File: config.mk
export PLATFORM = sky130hd
export DESIGN_NAME = glyph_outline_3x3
export DESIGN_NICKNAME = d
export VERILOG_FILES = /design/src/go3_pkg.sv /design/src/go3_datapath.sv /design/src/go3_ctrl.sv /design/src/glyph_outline_3x3.sv
export SDC_FILE = /design/constraint.sdc
export NUM_CORES = 1
export LEC_CHECK = 0
export BUFFER_PORTS_ARGS = -buffer_cell sky130_fd_sc_hd__buf_2
export CAP_MARGIN = 20
export CORE_ASPECT_RATIO = 0.75
export CORE_MARGIN = 4
export CORE_UTILIZATION = 62
export DETAILED_ROUTE_END_ITERATION = 8
export GPL_ROUTABILITY_DRIVEN = 0
export HOLD_SLACK_MARGIN = 0.02
export PLACE_DENSITY_LB_ADDON = 0.12
export SYNTH_ARGS = -nofsm -noshare
export SYNTH_HDL_FRONTEND = slang
export SYNTH_SLANG_ARGS = --single-unit
File: constraint.sdc
create_clock -name clock -period 4.2 [get_ports clock]
set_input_delay 0.63 -clock clock [delete_from_list [all_inputs] [get_ports clock]]
set_output_delay 0.63 -clock clock [all_outputs]
set_load 0.05 [all_outputs]
File: src/go3_pkg.sv
// Shared types, constants and the 3x3 outline function for the glyph outline block.
`timescale 1ns / 1ps

package go3_pkg;

   localparam int WORD_W    = 16;  // pixels per bitmap word
   localparam int CSR_W     = 5;   // words_per_row register width
   localparam int EXT_W     = 7;   // holds a row length up to 126 words plus one
   localparam logic [CSR_W-1:0] WPR_RESET = 5'd1;

   // which result the datapath produces this cycle
   typedef enum logic [1:0] {
      EMIT_NONE,
      EMIT_MID,     // column j-1 of the row above the incoming word
      EMIT_ROW,     // last column of that row
      EMIT_FLUSH    // final row at end of image
   } emit_sel_type;

   typedef struct packed {
      logic         load;         // latch the accepted word
      logic         rd_en;        // read both row stores
      logic         wr_first;     // first row: middle <= word
      logic         shift_cache;  // column cache <= read data
      logic         set_prior;    // prior below word <= word
      logic         row_end;      // clear left-edge pixels
      logic         clear_all;    // end of image: back to blank state
      logic         flush_right;  // right neighbor comes from read data
      logic         flush_last;   // final result of the image
      emit_sel_type emit_sel;
   } ctl_cmd_type;

   // Outline of one word: clear pixel with any of its eight neighbors set.
   function automatic logic [WORD_W-1:0] outline_word(
      input logic [WORD_W-1:0] a,
      input logic [WORD_W-1:0] m,
      input logic [WORD_W-1:0] b,
      input logic              la,
      input logic              lm,
      input logic              lb,
      input logic              ra,
      input logic              rm,
      input logic              rb
   );
      logic [WORD_W+1:0] ea;
      logic [WORD_W+1:0] em;
      logic [WORD_W+1:0] eb;
      logic [WORD_W+1:0] n;
      ea = {la, a, ra};
      em = {lm, m, rm};
      eb = {lb, b, rb};
      n  = ea | (ea >> 1) | (ea >> 2) | eb | (eb >> 1) | (eb >> 2) | em | (em >> 2);
      return n[WORD_W-1:0] & ~m;
   endfunction

endpackage

File: src/go3_datapath.sv
// Row stores, column cache, outline logic and result register.
`timescale 1ns / 1ps

module go3_datapath import go3_pkg::*; #(
   parameter int MAX_ROW_WORDS = 16,
   parameter int IW = (MAX_ROW_WORDS > 1) ? $clog2(MAX_ROW_WORDS) : 1
) (
   input  logic              clock,
   input  logic              reset,
   input  ctl_cmd_type       cmd,
   input  logic [IW-1:0]     rd_addr,
   input  logic [IW-1:0]     wr_addr,
   input  logic [WORD_W-1:0] req_tdata,
   output logic              out_free,
   output logic              rsp_tvalid,
   input  logic              rsp_tready,
   output logic [WORD_W-1:0] rsp_tdata,
   output logic              rsp_tlast
);

   logic [WORD_W-1:0] above_mem [MAX_ROW_WORDS];
   logic [WORD_W-1:0] middle_mem [MAX_ROW_WORDS];
   logic [MAX_ROW_WORDS-1:0] above_vld_ff, above_vld_in;

   logic [WORD_W-1:0] rd_above_ff, rd_middle_ff;
   logic              rd_avld_ff;
   logic [WORD_W-1:0] rd_above;

   logic [WORD_W-1:0] word_ff;
   logic [WORD_W-1:0] k_above_ff, k_middle_ff;
   logic [WORD_W-1:0] prior_below_ff, prior_below_in;
   logic              left_a_ff, left_a_in;
   logic              left_m_ff, left_m_in;
   logic              left_b_ff, left_b_in;

   logic              rsp_valid_ff, rsp_valid_in;
   logic [WORD_W-1:0] rsp_data_ff;
   logic              rsp_last_ff;

   logic [WORD_W-1:0] op_below;
   logic              op_lb, op_ra, op_rm, op_rb;
   logic [WORD_W-1:0] result;
   logic              emit;
   logic              above_we, middle_we;
   logic [WORD_W-1:0] middle_wdata;

   // never-written above entries read as the blank top border
   assign rd_above = rd_avld_ff ? rd_above_ff : '0;
   assign emit     = (cmd.emit_sel != EMIT_NONE);
   assign out_free = !rsp_valid_ff || rsp_tready;

   always_comb begin
      op_below = k_above_ff;
      op_lb    = left_b_ff;
      op_ra    = 1'b0;
      op_rm    = 1'b0;
      op_rb    = 1'b0;
      case (cmd.emit_sel)
         EMIT_MID: begin
            op_below = prior_below_ff;
            op_ra    = rd_above[WORD_W-1];
            op_rm    = rd_middle_ff[WORD_W-1];
            op_rb    = word_ff[WORD_W-1];
         end
         EMIT_ROW: begin
            op_below = word_ff;
         end
         EMIT_FLUSH: begin
            op_below = '0;
            op_lb    = 1'b0;
            op_ra    = cmd.flush_right & rd_above[WORD_W-1];
            op_rm    = cmd.flush_right & rd_middle_ff[WORD_W-1];
         end
         default: begin
            op_below = '0;
         end
      endcase
      result = outline_word(k_above_ff, k_middle_ff, op_below,
                            left_a_ff, left_m_ff, op_lb, op_ra, op_rm, op_rb);
   end

   always_comb begin
      above_we     = (cmd.emit_sel == EMIT_MID) || (cmd.emit_sel == EMIT_ROW);
      middle_we    = above_we || cmd.wr_first;
      middle_wdata = (cmd.emit_sel == EMIT_MID) ? prior_below_ff : word_ff;

      above_vld_in = above_vld_ff;
      if (cmd.clear_all) begin
         above_vld_in = '0;
      end else if (above_we) begin
         above_vld_in[wr_addr] = 1'b1;
      end

      prior_below_in = prior_below_ff;
      if (cmd.clear_all) begin
         prior_below_in = '0;
      end else if (cmd.set_prior) begin
         prior_below_in = word_ff;
      end

      left_a_in = left_a_ff;
      left_m_in = left_m_ff;
      left_b_in = left_b_ff;
      if (cmd.row_end || cmd.clear_all) begin
         left_a_in = 1'b0;
         left_m_in = 1'b0;
         left_b_in = 1'b0;
      end else if (cmd.emit_sel == EMIT_MID) begin
         left_a_in = k_above_ff[0];
         left_m_in = k_middle_ff[0];
         left_b_in = prior_below_ff[0];
      end else if (cmd.emit_sel == EMIT_FLUSH) begin
         left_a_in = k_above_ff[0];
         left_m_in = k_middle_ff[0];
      end

      rsp_valid_in = rsp_valid_ff;
      if (emit) begin
         rsp_valid_in = 1'b1;
      end else if (rsp_tready) begin
         rsp_valid_in = 1'b0;
      end
   end

   // row stores
   always_ff @(posedge clock) begin
      if (above_we) begin
         above_mem[wr_addr] <= k_middle_ff;
      end
      if (middle_we) begin
         middle_mem[wr_addr] <= middle_wdata;
      end
      if (cmd.rd_en) begin
         rd_above_ff  <= above_mem[rd_addr];
         rd_middle_ff <= middle_mem[rd_addr];
         rd_avld_ff   <= above_vld_ff[rd_addr];
      end
   end

   // payload registers
   always_ff @(posedge clock) begin
      if (cmd.load) begin
         word_ff <= req_tdata;
      end
      if (cmd.shift_cache) begin
         k_above_ff  <= rd_above;
         k_middle_ff <= rd_middle_ff;
      end
      if (emit) begin
         rsp_data_ff <= result;
         rsp_last_ff <= (cmd.emit_sel == EMIT_FLUSH) && cmd.flush_last;
      end
   end

   always_ff @(posedge clock) begin
      if (reset) begin
         above_vld_ff   <= '0;
         prior_below_ff <= '0;
         left_a_ff      <= 1'b0;
         left_m_ff      <= 1'b0;
         left_b_ff      <= 1'b0;
         rsp_valid_ff   <= 1'b0;
      end else begin
         above_vld_ff   <= above_vld_in;
         prior_below_ff <= prior_below_in;
         left_a_ff      <= left_a_in;
         left_m_ff      <= left_m_in;
         left_b_ff      <= left_b_in;
         rsp_valid_ff   <= rsp_valid_in;
      end
   end

   assign rsp_tvalid = rsp_valid_ff;
   assign rsp_tdata  = rsp_data_ff;
   assign rsp_tlast  = rsp_last_ff;

endmodule

File: src/go3_ctrl.sv
// Sequencer: column and row tracking, row-length register and flush control.
`timescale 1ns / 1ps

module go3_ctrl import go3_pkg::*; #(
   parameter int MAX_ROW_WORDS = 16,
   parameter int IW = (MAX_ROW_WORDS > 1) ? $clog2(MAX_ROW_WORDS) : 1
) (
   input  logic             clock,
   input  logic             reset,
   input  logic             req_tvalid,
   output logic             req_tready,
   input  logic             req_tlast,
   input  logic             csr_valid,
   output logic             csr_ready,
   input  logic [CSR_W-1:0] csr_data,
   input  logic             out_free,
   output ctl_cmd_type      cmd,
   output logic [IW-1:0]    rd_addr,
   output logic [IW-1:0]    wr_addr
);

   typedef enum logic [2:0] {
      ST_IDLE,
      ST_EVAL,
      ST_LAST,
      ST_FL_PRIME,
      ST_FL_LOAD,
      ST_FL_EMIT
   } state_type;

   state_type        state_ff, state_in;
   logic [IW-1:0]    col_ff, col_in;
   logic [IW-1:0]    fk_ff, fk_in;
   logic             row_seen_ff, row_seen_in;
   logic             last_ff, last_in;
   logic             end_ff, end_in;
   logic [CSR_W-1:0] words_ff, words_in;

   logic [EXT_W-1:0] words_ext, eff_width, col_next_ext;
   logic             ends_row;

   // row length as used: zero means one word, capped at the store depth
   always_comb begin
      words_ext    = EXT_W'(words_ff);
      col_next_ext = EXT_W'(col_ff) + EXT_W'(1);
      if (words_ext == '0) begin
         eff_width = EXT_W'(1);
      end else if (words_ext > EXT_W'(MAX_ROW_WORDS)) begin
         eff_width = EXT_W'(MAX_ROW_WORDS);
      end else begin
         eff_width = words_ext;
      end
      ends_row = (col_next_ext >= eff_width);
   end

   assign csr_ready  = 1'b1;
   assign req_tready = (state_ff == ST_IDLE);

   always_comb begin
      state_in    = state_ff;
      col_in      = col_ff;
      fk_in       = fk_ff;
      row_seen_in = row_seen_ff;
      last_in     = last_ff;
      end_in      = end_ff;
      words_in    = (csr_valid) ? csr_data : words_ff;
      cmd         = '0;
      cmd.emit_sel = EMIT_NONE;
      rd_addr     = col_ff;
      wr_addr     = col_ff;

      case (state_ff)
         ST_IDLE: begin
            if (req_tvalid) begin
               cmd.load  = 1'b1;
               cmd.rd_en = 1'b1;
               last_in   = ends_row;
               end_in    = req_tlast;
               state_in  = ST_EVAL;
            end
         end
         ST_EVAL: begin
            if (!row_seen_ff) begin
               cmd.wr_first = 1'b1;
               if (last_ff) begin
                  cmd.row_end = 1'b1;
                  row_seen_in = 1'b1;
                  if (end_ff) begin
                     state_in = ST_FL_PRIME;
                  end else begin
                     col_in   = '0;
                     state_in = ST_IDLE;
                  end
               end else begin
                  col_in   = col_ff + IW'(1);
                  state_in = ST_IDLE;
               end
            end else if (col_ff == '0 || out_free) begin
               // result for the column left of the incoming word
               if (col_ff != '0) begin
                  cmd.emit_sel = EMIT_MID;
               end
               wr_addr         = col_ff - IW'(1);
               cmd.shift_cache = 1'b1;
               cmd.set_prior   = 1'b1;
               if (last_ff) begin
                  state_in = ST_LAST;
               end else begin
                  col_in   = col_ff + IW'(1);
                  state_in = ST_IDLE;
               end
            end
         end
         ST_LAST: begin
            if (out_free) begin
               cmd.emit_sel = EMIT_ROW;
               cmd.row_end  = 1'b1;
               row_seen_in  = 1'b1;
               if (end_ff) begin
                  state_in = ST_FL_PRIME;
               end else begin
                  col_in   = '0;
                  state_in = ST_IDLE;
               end
            end
         end
         ST_FL_PRIME: begin
            cmd.rd_en = 1'b1;
            rd_addr   = '0;
            state_in  = ST_FL_LOAD;
         end
         ST_FL_LOAD: begin
            cmd.rd_en       = 1'b1;
            cmd.shift_cache = 1'b1;
            rd_addr         = IW'(1);
            fk_in           = '0;
            state_in        = ST_FL_EMIT;
         end
         ST_FL_EMIT: begin
            // col_ff still holds the last column of the final row
            if (out_free) begin
               cmd.emit_sel    = EMIT_FLUSH;
               cmd.flush_right = (fk_ff != col_ff);
               cmd.flush_last  = (fk_ff == col_ff);
               cmd.shift_cache = 1'b1;
               cmd.rd_en       = 1'b1;
               rd_addr         = fk_ff + IW'(2);
               if (fk_ff == col_ff) begin
                  cmd.clear_all = 1'b1;
                  row_seen_in   = 1'b0;
                  col_in        = '0;
                  state_in      = ST_IDLE;
               end else begin
                  fk_in = fk_ff + IW'(1);
               end
            end
         end
         default: begin
            state_in = ST_IDLE;
         end
      endcase
   end

   always_ff @(posedge clock) begin
      if (reset) begin
         state_ff    <= ST_IDLE;
         col_ff      <= '0;
         fk_ff       <= '0;
         row_seen_ff <= 1'b0;
         last_ff     <= 1'b0;
         end_ff      <= 1'b0;
         words_ff    <= WPR_RESET;
      end else begin
         state_ff    <= state_in;
         col_ff      <= col_in;
         fk_ff       <= fk_in;
         row_seen_ff <= row_seen_in;
         last_ff     <= last_in;
         end_ff      <= end_in;
         words_ff    <= words_in;
      end
   end

endmodule

File: src/glyph_outline_3x3.sv
// Top level of the streaming 3x3 glyph outline block.
//
//  channel | direction | tdata (low bit up)       | tlast
//  req     | in        | [15:0] pixel word        | end of image
//  rsp     | out       | [15:0] outline bits      | last result of image
//  csr     | in        | [4:0] words per row      | -
//
// An ordinary word is read from the row stores, then evaluated; a row-ending word
// also emits its last column, except in the first row of an image. A row-ending
// word with end of image adds a flush of the final row. Rate is set by the
// registered read of the two row stores; a new word waits until the last is done.
// Reset clears control and the above-row valid bits at once; no clearing pass.
// A held result stalls the sequencer only when the next result is due.
`timescale 1ns / 1ps

module glyph_outline_3x3 import go3_pkg::*; #(
   parameter int MAX_ROW_WORDS = 16
) (
   input  logic              clock,
   input  logic              reset,
   input  logic              req_tvalid,
   output logic              req_tready,
   input  logic [WORD_W-1:0] req_tdata,   // [15:0] pixel_word
   input  logic              req_tlast,
   output logic              rsp_tvalid,
   input  logic              rsp_tready,
   output logic [WORD_W-1:0] rsp_tdata,   // [15:0] outline_bits
   output logic              rsp_tlast,
   input  logic              csr_valid,
   output logic              csr_ready,
   input  logic [CSR_W-1:0]  csr_data     // [4:0] words_per_row
);

   localparam int IW = (MAX_ROW_WORDS > 1) ? $clog2(MAX_ROW_WORDS) : 1;

   ctl_cmd_type   cmd;
   logic [IW-1:0] rd_addr;
   logic [IW-1:0] wr_addr;
   logic          out_free;

   go3_ctrl #(
      .MAX_ROW_WORDS (MAX_ROW_WORDS),
      .IW            (IW)
   ) u_ctrl (
      .clock      (clock),
      .reset      (reset),
      .req_tvalid (req_tvalid),
      .req_tready (req_tready),
      .req_tlast  (req_tlast),
      .csr_valid  (csr_valid),
      .csr_ready  (csr_ready),
      .csr_data   (csr_data),
      .out_free   (out_free),
      .cmd        (cmd),
      .rd_addr    (rd_addr),
      .wr_addr    (wr_addr)
   );

   go3_datapath #(
      .MAX_ROW_WORDS (MAX_ROW_WORDS),
      .IW            (IW)
   ) u_datapath (
      .clock      (clock),
      .reset      (reset),
      .cmd        (cmd),
      .rd_addr    (rd_addr),
      .wr_addr    (wr_addr),
      .req_tdata  (req_tdata),
      .out_free   (out_free),
      .rsp_tvalid (rsp_tvalid),
      .rsp_tready (rsp_tready),
      .rsp_tdata  (rsp_tdata),
      .rsp_tlast  (rsp_tlast)
   );

endmodule

Word level (Yosys, flattened, before mapping)
Memory sizes are Yosys's and may differ from the RTL's. A register that Yosys moved wholly into a read port is not among the register bits.
Cells that the tools add are included.
{ "totals": {"reg_bits": 121, "latch_bits": 0, "ram_bits": 512, "romBits": 0, "inputBits": 27, "out_inout_bits": 20, "elab_cells": 162, "mem_count": 2} }
{ "classes": {"addsub": 5, "n_mul": 0, "div": 0, "order_cmp": 5, "n_eq_ne": 17, "n_shift": 0, "n_mux": 76, "n_bitwise": 12, "reduce_logical": 25} }
{ "mem_list": {"columns": ["memory", "depth", "word_bits", "read_ports", "rd_ports_with_merged_regs", "write_ports", "line_no", "rtl"], "rows": [
  ["u_datapath.above_mem", 16, 16, 1, 1, 1, "go3_datapath.sv:21", "logic [WORD_W-1:0] above_mem [MAX_ROW_WORDS];"],
  ["u_datapath.middle_mem", 16, 16, 1, 1, 1, "go3_datapath.sv:22", "logic [WORD_W-1:0] middle_mem [MAX_ROW_WORDS];"]
]} }
{ "op_table": {"columns": ["operator", "n"], "rows": [
  ["16-bit bitwise OR", 8],
  ["4-bit two-way mux", 14],
  ["16-bit two-way mux", 2],
  ["16-bit case mux with 2 select lines", 1],
  ["1-bit two-way mux", 27],
  ["3-bit two-way mux", 8],
  ["4-bit case mux with 3 select lines", 2],
  ["3-bit case mux with 6 select lines", 1],
  ["16-bit bitwise AND", 1],
  ["2-bit two-way mux", 8],
  ["16-bit NOT", 1],
  ["4-bit by 5-bit < comparator with 1-bit output (second input constant)", 2],
  ["5-bit two-way mux", 2],
  ["1-bit case mux with 3 select lines", 3],
  ["4-bit by 1-bit adder with 4-bit output (second input constant)", 2],
  ["4-bit case mux with 2 select lines", 1],
  ["2-bit nonzero test", 4],
  ["7-bit greater-or-equal comparator", 1],
  ["7-bit two-way mux", 1],
  ["3-bit by 2-bit == test with 1-bit output (second input constant)", 2],
  ["3-bit == test (second input constant)", 2],
  ["2-bit by 1-bit != test with 1-bit output (second input constant)", 3],
  ["3-bit != test (second input constant)", 2],
  ["1-bit case mux with 2 select lines", 3],
  ["29 further kinds", 39]
]} }

Depth between registers and ports, before layout
Gate-level depths: netlist of the first run.
{ "depth": {"word_depth": 16, "ltp_mapped": 16} }

Cells and area by module
Synthesis of the first run repeated with hierarchy kept, for this count alone.
{ "unflattened": {"cells_unflattened": 1348, "area_unflattened_um2": 26153.8} }
{ "by_module_without_submodules": {"columns": ["module", "n_inst", "cells_each", "area_each_um2"], "rows": [
  ["go3_datapath", 1, 1157, 24597.3],
  ["go3_ctrl", 1, 191, 1556.5]
]} }

Least setup slack after synthesis of the first run
Ideal clock, no wire load.
{ "synth_path": {"path_type": "register -> register", "startpoint": "register u_ctrl.state_ff[0]", "endpoint": "register u_datapath.rd_above_ff[0], read port of u_datapath.above_mem (enable)", "t_arrival_ps": 3585, "t_required_ps": 3805, "path_slack_ps": 219, "path_stages_with_launch": 7, "path_buffers": 3, "synth_period_minus_slack_ps": 3981, "path_cell_list": "dfxtp_1 > buf_6 > clkbuf_1 > nor3_1 > and2_1 > clkbuf_1 > nand2b_1"} }
{ "synth_rtl": {"columns": ["element", "line_no", "rtl"], "rows": [
  ["start, declared", "go3_ctrl.sv:31", "state_type state_ff, state_in;"],
  ["start signal, assigned", "go3_ctrl.sv:174", "state_ff <= state_in;"],
  ["end, declared", "go3_datapath.sv:25", "logic [WORD_W-1:0] rd_above_ff, rd_middle_ff;"]
]} }

Worst setup path in the final report of the first run
{ "layout_path": {"startpoint": "register u_ctrl.col_ff[1]", "endpoint": "register u_datapath.rsp_data_ff[14], in the netlist u_datapath.rsp_tdata[14], data pin"} }
{ "layout_via": {"elab_chain_cells": 13, "elab_cells_between_ends": 16} }
{ "layout_rtl": {"columns": ["element", "line_no", "rtl"], "rows": [
  ["start, declared", "go3_ctrl.sv:32", "logic [IW-1:0] col_ff, col_in;"],
  ["start signal, assigned", "go3_ctrl.sv:175", "col_ff <= col_in;"],
  ["4-bit nonzero test / 4-bit zero test (equally long branches)", "go3_ctrl.sv:100, go3_ctrl.sv:98", null],
  ["1-bit two-way mux / 1-bit logical OR (equally long branches)", "go3_ctrl.sv:100, go3_ctrl.sv:98", null],
  ["2-bit two-way mux *", "go3_ctrl.sv:98", "end else if (col_ff == '0 || out_free) begin"],
  ["2-bit two-way mux *", "go3_ctrl.sv:83", "if (!row_seen_ff) begin"],
  ["2-bit case mux with 3 select lines *", "go3_ctrl.sv:72", "case (state_ff)"],
  ["2-bit == test / 2-bit by 1-bit == test with 1-bit output (equally long branches)", "go3_datapath.sv:58", "case (cmd.emit_sel)"],
  ["16-bit case mux with 2 select lines *", "go3_datapath.sv:58", null],
  ["16-bit bitwise OR (2 in a row)", "go3_pkg.sv:51", "n = ea | (ea >> 1) | (ea >> 2) | eb | (eb >> 1) | (eb >> 2) | em | (em >> 2);"],
  ["16-bit bitwise OR * (3 in a row)", "go3_pkg.sv:51", null],
  ["16-bit bitwise AND *", "go3_pkg.sv:52", "return n[WORD_W-1:0] & ~m;"],
  ["via u_datapath.result[14]", "go3_datapath.sv:42", "logic [WORD_W-1:0] result;"],
  ["end signal, assigned", "go3_datapath.sv:150", "rsp_data_ff <= result;"],
  ["end, declared", "go3_datapath.sv:37", "logic [WORD_W-1:0] rsp_data_ff;"]
]} }
Mark *: on every way through the listed nets, which the timed path passes. The rest lies on a longest branch.
A chain may end at the register's enable or synchronous reset.

==> results of run 1 <==
==> layout make-up <==
cell class,count,area (um^2),share of cell area [%]
timing repair buffer,136,1060,3.51
inverter,12,45.0,0.150
multi-input combinational,1072,7050,23.4
clock inverter,36,277,0.918
sequential,665,19400,64.5
clock buffer,74,1560,5.19
tap,569,712,2.36
==> cells in the final DEF (no fill, tap or decap), drive strengths merged, types with 5 or more instances in the layout <==
| cell type | n |
|---|---|
| edfxtp | 610 |
| nand2 | 263 |
| buf | 136 |
| a211oi | 135 |
| a21oi | 115 |
| and3 | 102 |
| clkbuf | 74 |
| a311oi | 64 |
| nor2 | 61 |
| dfxtp | 55 |
| mux2i | 39 |
| a221oi | 34 |
| or4 | 32 |
| clkinv | 27 |
| and2 | 20 |
| o21a | 17 |
| nor2b | 17 |
| mux2 | 16 |
| a31oi | 15 |
| o21ai | 14 |
| nor3 | 13 |
| a22o | 13 |
| ha | 13 |
| inv | 13 |
| nand3 | 9 |
| nand2b | 8 |
| xnor2 | 6 |
| a2111oi | 6 |
| a22oi | 5 |
| o31ai | 5 |
| o211ai | 5 |
==> Yosys cell counts, drive strengths merged, types with 14 or more instances <==
master / number / area [um^2]
a211oi: 135 / 1130
a21oi: 115 / 576
a221oi: 34 / 298
a311oi: 64 / 561
a31oi: 15 / 100
and2: 20 / 125
and3: 102 / 643
buf: 64 / 374
clkbuf: 79 / 298
dfxtp: 55 / 1100
edfxtp: 610 / 18300
mux2: 16 / 180
mux2i: 39 / 390
nand2: 263 / 992
nor2: 61 / 245
nor2b: 17 / 109
o21a: 17 / 128
o21ai: 14 / 70.1
or4: 32 / 240
==> cells by family (layout without fill, tap and decap cells) <==
group / Yosys count / in the layout / synth area share, %
buffers and inverters: 155 / 258 / 2.65
and+or+nand+nor: 543 / 543 / 10.0
other: 1 / 1 / 0.0139
AOI/OAI and AO/OA: 450 / 450 / 12.4
adders and majority gates: 13 / 13 / 0.602
DFF: 665 / 665 / 71.8
muxes: 55 / 55 / 2.11
xor gates and xnor gates: 10 / 10 / 0.324
==> worst max-delay path: stages, from the launching register on <==
cell       delay [ns]
dfxtp_1          0.41
inv_1            0.17
ha_1             0.29
or3b_1           0.42
a21oi_1          0.24
or3_1            0.24
inv_1            0.12
ha_1             0.19
buf_4            0.25
a22o_1           0.24
a2111oi_0        0.62
a21oi_1          0.15
==> report_power, final <==
group | leakage [nW] | switching, mW | total, mW | internal [mW]
sequential | 5.97 | 0.0801 | 7.40 | 7.32
clock | 0.897 | 2.33 | 5.20 | 2.87
combinational | 3.57 | 0.500 | 0.743 | 0.243
==> layer usage <==
metal	GRT usage (%)	vias up	share of wire, %	wire length (um)
met4	8.26	0	2.7	1880
met5	0	-	0	0
met1	45.9	8580	42	29600
li1	-	7469	-	-
met2	42.1	1088	43	30100
met3	6.61	126	12	8540
==> path summary, 6_finish.rpt <==
| kind | start | end | slack, ns | cells past startpoint |
|---|---|---|---|---|
| setup / recovery | u_ctrl.col_ff[1] | u_datapath.rsp_tdata[14] | 0.56 | 11 |
| hold / removal | req_tdata[8] | u_datapath.word_ff[8] | 0.22 | 1 |
| setup reg to reg | u_ctrl.col_ff[1] | u_datapath.rsp_tdata[14] | 0.56 | 11 |
| hold reg to reg | u_datapath.rd_middle_ff[7] | u_datapath.k_middle_ff[7] | 0.42 | 0 |
==> through the flow <==
step	util [%]	instance area (um^2)	hold slack (ns)
final	70.8	30100	0.217
after global routing	70.8	30100	0.201
after CTS	70.8	30100	0.197
after detailed placement	66.5	28300	0.407
after global placement	66.5	28300	0.404
after floorplan	-	27000	0.400
==> flip-flops by register name, summed over array words and instances (netlist names), 3 cells and up <==
name	flops
u_datapath.k_above_ff	16
u_ctrl.words_ff	5
u_ctrl.col_ff	4
u_datapath.above_vld_ff	16
u_ctrl.fk_ff	4
u_datapath.rd_middle_ff	16
u_datapath.word_ff	16
u_datapath.rd_above_ff	16
u_datapath.prior_below_ff	16
u_ctrl.state_ff	3
u_datapath.rsp_tdata	16
u_datapath.above_mem	256
u_datapath.k_middle_ff	16
u_datapath.middle_mem	256
==> key figures, run 1 <==
Status
  – Status: finished, final reports clean

STA
  – Slew margin rel.: 34.8%
  – Fmax: 275 MHz
  – RSZ-0062 raised after global routing: false
  – Final worst setup slack: 0.559 ns
  – Post-Route Setup TNS: 0 ns
  – Final min period: 3.64 ns
  – Final Hold Vio Count: 0
  – Final Max Tran Viols: 0
  – Worst clock skew: 0.0185 ns
  – Worst-Margin Slew: 0.977 ns
  – Final Setup Violations: 0
  – Tcrit/Tclk final: 86.7%

Die
  – Core area: 42500 um^2
  – Initial Util: 63.5%
  – Chip width: 249 um
  – Die Ht: 189 um
  – Die ar.: 47000 um^2
  – IO Count: 47
  – Num rows: 65

GRT
  – Gr usage total: 29.4%
  – Largest net degree at the start of global routing: 81
  – First-pass GRT wire length: 104000 um
  – Vias in the first global route: 16109
  – Grt ovf: 0
  – Antenna violations before repair: 0

Setup path
  – Critical path class: reg2reg
  – Worst Path Arrival: 3.94 ns
  – Largest fanout on the critical path: 35
  – Startpoint types: register
  – Req. time, crit path: 4.50 ns
  – Setup crit end kind: register

Routing
  – Routed len/inst: 27.4 um
  – DR vias: 17263
  – DRT antenna net count: 0
  – Drt pass-1 iters: 5
  – Routed WL: 70100 um
  – Initial drt markers: 2374
  – Via density: 6.73
  – Residual DRC: 0

Power and ir drop
  – Leak pwr: 10.4 nW
  – Power consumption: 13.3 mW
  – Pwr dens: 443 nW/um^2
  – Worst VDD drop: 0.471 mV

Place
  – Pre-CTS worst setup slack: 0.654 ns
  – I/O Buffers: 45
  – Hpwl dp: 41300 um
  – Placed insts: 2454

Clock tree
  – Clk_lat worst skew: 0.60 ns
  – CTS clk-pin slew, worst paths: 0.07 ns
  – TritonCTS clock tree: done
  – Setup bufs post-CTS: 0
  – Post-CTS sizing: 0
  – Root Driver: clkbuf_16
  – CTS H-tree lvls: 2
  – Max Buffers Root-to-Sink: 3
  – Clock sink count: 665
  – # hold bufs at CTS: 0
  – Number of clock buffers inserted by TritonCTS: 59

Yosys
  – Synth warnings: 0
  – Number of synthesized flops with an enable pin: 610
  – Top_reg_cell synth: edfxtp_1
  – Mapped Nets: 1932
  – Synth Cell Area: 27000 um^2
  – Register bit count reported by yosys: 665
  – Synth Area per Inst: 14.3 um^2
  – Async set or reset register ratio after synthesis: 0%
  – Synth cell types: 73
  – Sequential fraction of the synthesis area: 71.8%
  – Synth Instances: 1892

Cells and area
  – Ant. Diodes: 0
  – Layout cells sized above 1: 15.8%
  – Nets: 1986
  – Area Growth Syn to Fin: 11.4%
  – FILL cells: 2710
  – Final Non-Filler Cells: 2564

Run
  – Max-cap violations: 0

Worst hold path
  – Hold Path Class: in2reg
Power figures use the tool's default switching activity.
==> inputs of run 2 (changes only) <==
--- a/config.mk
+++ b/config.mk
@@ -5,6 +5,7 @@
 export SDC_FILE = /design/constraint.sdc
 export NUM_CORES = 1
 export LEC_CHECK = 0
+export ABC_CLOCK_PERIOD_IN_PS = 4200
 export BUFFER_PORTS_ARGS = -buffer_cell sky130_fd_sc_hd__buf_2
 export CAP_MARGIN = 20
 export CORE_ASPECT_RATIO = 0.75
@@ -13,6 +14,7 @@
 export DETAILED_ROUTE_END_ITERATION = 8
 export GPL_ROUTABILITY_DRIVEN = 0
 export HOLD_SLACK_MARGIN = 0.02
+export MAX_ROUTING_LAYER = met4
 export PLACE_DENSITY_LB_ADDON = 0.12
 export SYNTH_ARGS = -nofsm -noshare
 export SYNTH_HDL_FRONTEND = slang
==> key figures, run 2 (synthesis results as in run 1) <==
Setup path
  – Largest fanout on the critical path: 35 (unchanged)
  – Critical path class: reg2reg
  – Startpoint types: register
  – Req. time, crit path: 4.49 ns (about the same)
  – Setup crit end kind: register
  – Reg2reg path depth: 11 (unchanged)
  – Worst Path Arrival: 3.94 ns (about the same)

Clock tree
  – Post-CTS sizing: 0 (unchanged)
  – Number of clock buffers inserted by TritonCTS: 59 (unchanged)
  – TritonCTS clock tree: done
  – Max Buffers Root-to-Sink: 3 (unchanged)
  – Root Driver: clkbuf_16
  – Clock sink count: 665 (unchanged)
  – CTS clk-pin slew, worst paths: 0.06 ns (about the same)
  – Clk_lat worst skew: 0.60 ns (about the same)
  – CTS H-tree lvls: 2 (unchanged)
  – # hold bufs at CTS: 0 (unchanged)
  – Setup bufs post-CTS: 0 (unchanged)

Routing
  – Routed WL: 70200 um (about the same)
  – Residual DRC: 0 (unchanged)
  – Drt pass-1 iters: 6 (+1)
  – Initial drt markers: 2278 (-4.0%)
  – Routed len/inst: 27.4 um (about the same)
  – Via density: 6.72 (-0.22%)
  – DRT antenna net count: 0 (unchanged)
  – DR vias: 17232 (-0.18%)

Place
  – Hpwl dp: 41300 um (unchanged)
  – I/O Buffers: 45 (unchanged)
  – Placed inst area: 28300 um^2 (unchanged)

Worst hold path
  – Hold Path Depth: 1 (unchanged)
  – Hold Path Class: in2reg

Die
  – IO Count: 47 (unchanged)
  – Initial Util: 63.5% (unchanged)
  – Die Ht: 189 um (unchanged)
  – Num rows: 65 (unchanged)
  – Die ar.: 47000 um^2 (unchanged)
  – Chip width: 249 um (unchanged)
  – Core area: 42500 um^2 (unchanged)

Power and ir drop
  – Logic pwr share: 5.6% (about the same)
  – Sw power: 2.91 mW (about the same)
  – Clk pwr share: 39.0% (about the same)
  – Sw Ratio: 21.8% (about the same)
  – Pwr dens: 443 nW/um^2 (about the same)
  – Worst VDD drop: 0.471 mV (about the same)
  – Internal power: 10.4 mW (about the same)
  – Sequential Power Share: 55.5% (about the same)
  – Leak pwr: 10.4 nW (about the same)

Cells and area
  – FILL cells: 2709 (-0.037%)
  – Design area: 30100 um^2 (about the same)
  – Nets: 1986 (unchanged)
  – Leading cell type in the layout, fill and taps excluded: edfxtp_1
  – Total area of sequential cells: 19400 um^2 (unchanged)
  – Biggest regs: u_datapath.above_mem (256), u_datapath.middle_mem (256)
  – Multi-input gate area: 7050 um^2 (unchanged)
  – Area Growth Syn to Fin: 11.4% (about the same)
  – Commonest non-fill, non-tap cells in the layout: edfxtp_1, nand2_1, a21oi_1, a211oi_1, and3_1
  – Layout cells sized above 1: 15.8% (unchanged)

GRT
  – Largest net degree at the start of global routing: 81 (unchanged)
  – Vias in the first global route: 16122 (+0.081%)
  – Gr usage total: 30.3% (+0.92 points)
  – Antenna violations before repair: 1 (+1)
  – First-pass GRT wire length: 105000 um (+0.13%)
  – Grt ovf: 0 (unchanged)

STA
  – Fmax: 274 MHz (-0.31%)
  – Final min period: 3.65 ns (+0.0113 ns)
  – Worst clock skew: 0.0189 ns (+0.000443 ns)
  – RSZ-0062 raised after global routing: false
  – Final Setup Violations: 0 (unchanged)
  – Slew margin rel.: 37.6% (+2.8 points)
  – Tcrit/Tclk final: 87.0% (+0.27 points)
  – Worst-Margin Slew: 0.936 ns (-0.0417 ns)
  – Final Hold Vio Count: 0 (unchanged)
  – Final Max Tran Viols: 0 (unchanged)
  – Post-Route Setup TNS: 0 ns (unchanged)

Run
  – Max-cap violations: 0 (unchanged)

Status
  – Status: finished, final reports clean
[run 2: cell count changes in the layout (fill, tap and decap cells not counted), sizes merged]
cell	before	now
diode	0	1
[run 2: per-stage QoR]
stage	cells	setup WS (ns)	hold WS (ns)	power [mW]	utilization, %
2_1_floorplan	1892	0.219	0.400	7.99	-
3_3_place_gp	2454	0.715	0.404	8.24	66.5
3_5_place_dp	2454	0.654	0.407	8.26	66.5
4_1_cts	2564	0.630	0.197	13.4	70.8
5_1_grt	2565	0.253	0.201	13.7	70.8
6_report	2565	0.548	0.215	13.3	70.8
[run 2: worst paths after layout]
| check | startpoint | endpoint | slack (ns) |
|---|---|---|---|
| worst max-delay path | u_ctrl.col_ff[1] | u_datapath.rsp_tdata[0] | 0.55 |
| worst min-delay path | req_tdata[8] | u_datapath.word_ff[8] | 0.21 |
| worst max register to register | u_ctrl.col_ff[1] | u_datapath.rsp_tdata[0] | 0.55 |
| worst min register to register | u_datapath.rd_middle_ff[7] | u_datapath.k_middle_ff[7] | 0.42 |
[run 2: power groups by stage]
stage | clock [mW] | combinational (mW) | sequential [mW]
floorplan | 0 | 0.492 | 7.49
global route | 5.55 | 0.799 | 7.40
CTS | 5.24 | 0.735 | 7.39
finish | 5.20 | 0.741 | 7.40
global placement | 0 | 0.710 | 7.53
detailed placement | 0 | 0.729 | 7.53
[run 2: critical path, cell delays in order, from the launching register on]
cell and delay, ns:
dfxtp_1 0.41, inv_1 0.17, ha_1 0.29, or3b_1 0.42, a21oi_1 0.24, or3_1 0.24
inv_1 0.12, ha_1 0.19, buf_4 0.25, a22o_1 0.24, a2111oi_0 0.58, a31oi_1 0.19
[run 2: layout make-up]
type / instances / share of cell area (%)
Sequential cell: 665 / 64.5
Multi-Input combinational cell: 1072 / 23.4
Clock buffer: 74 / 5.19
Timing Repair Buffer: 136 / 3.51
Tap cell: 569 / 2.36
Clock inverter: 36 / 0.918
Inverter: 12 / 0.150
Antenna cell: 1 / 0.00831
[run 2: metal layers]
layer / global-route usage [%] / share of wire (%)
met5: - / 0
met4: 8.00 / 2.7
met3: 6.28 / 13
met2: 42.3 / 43
met1: 46.1 / 42
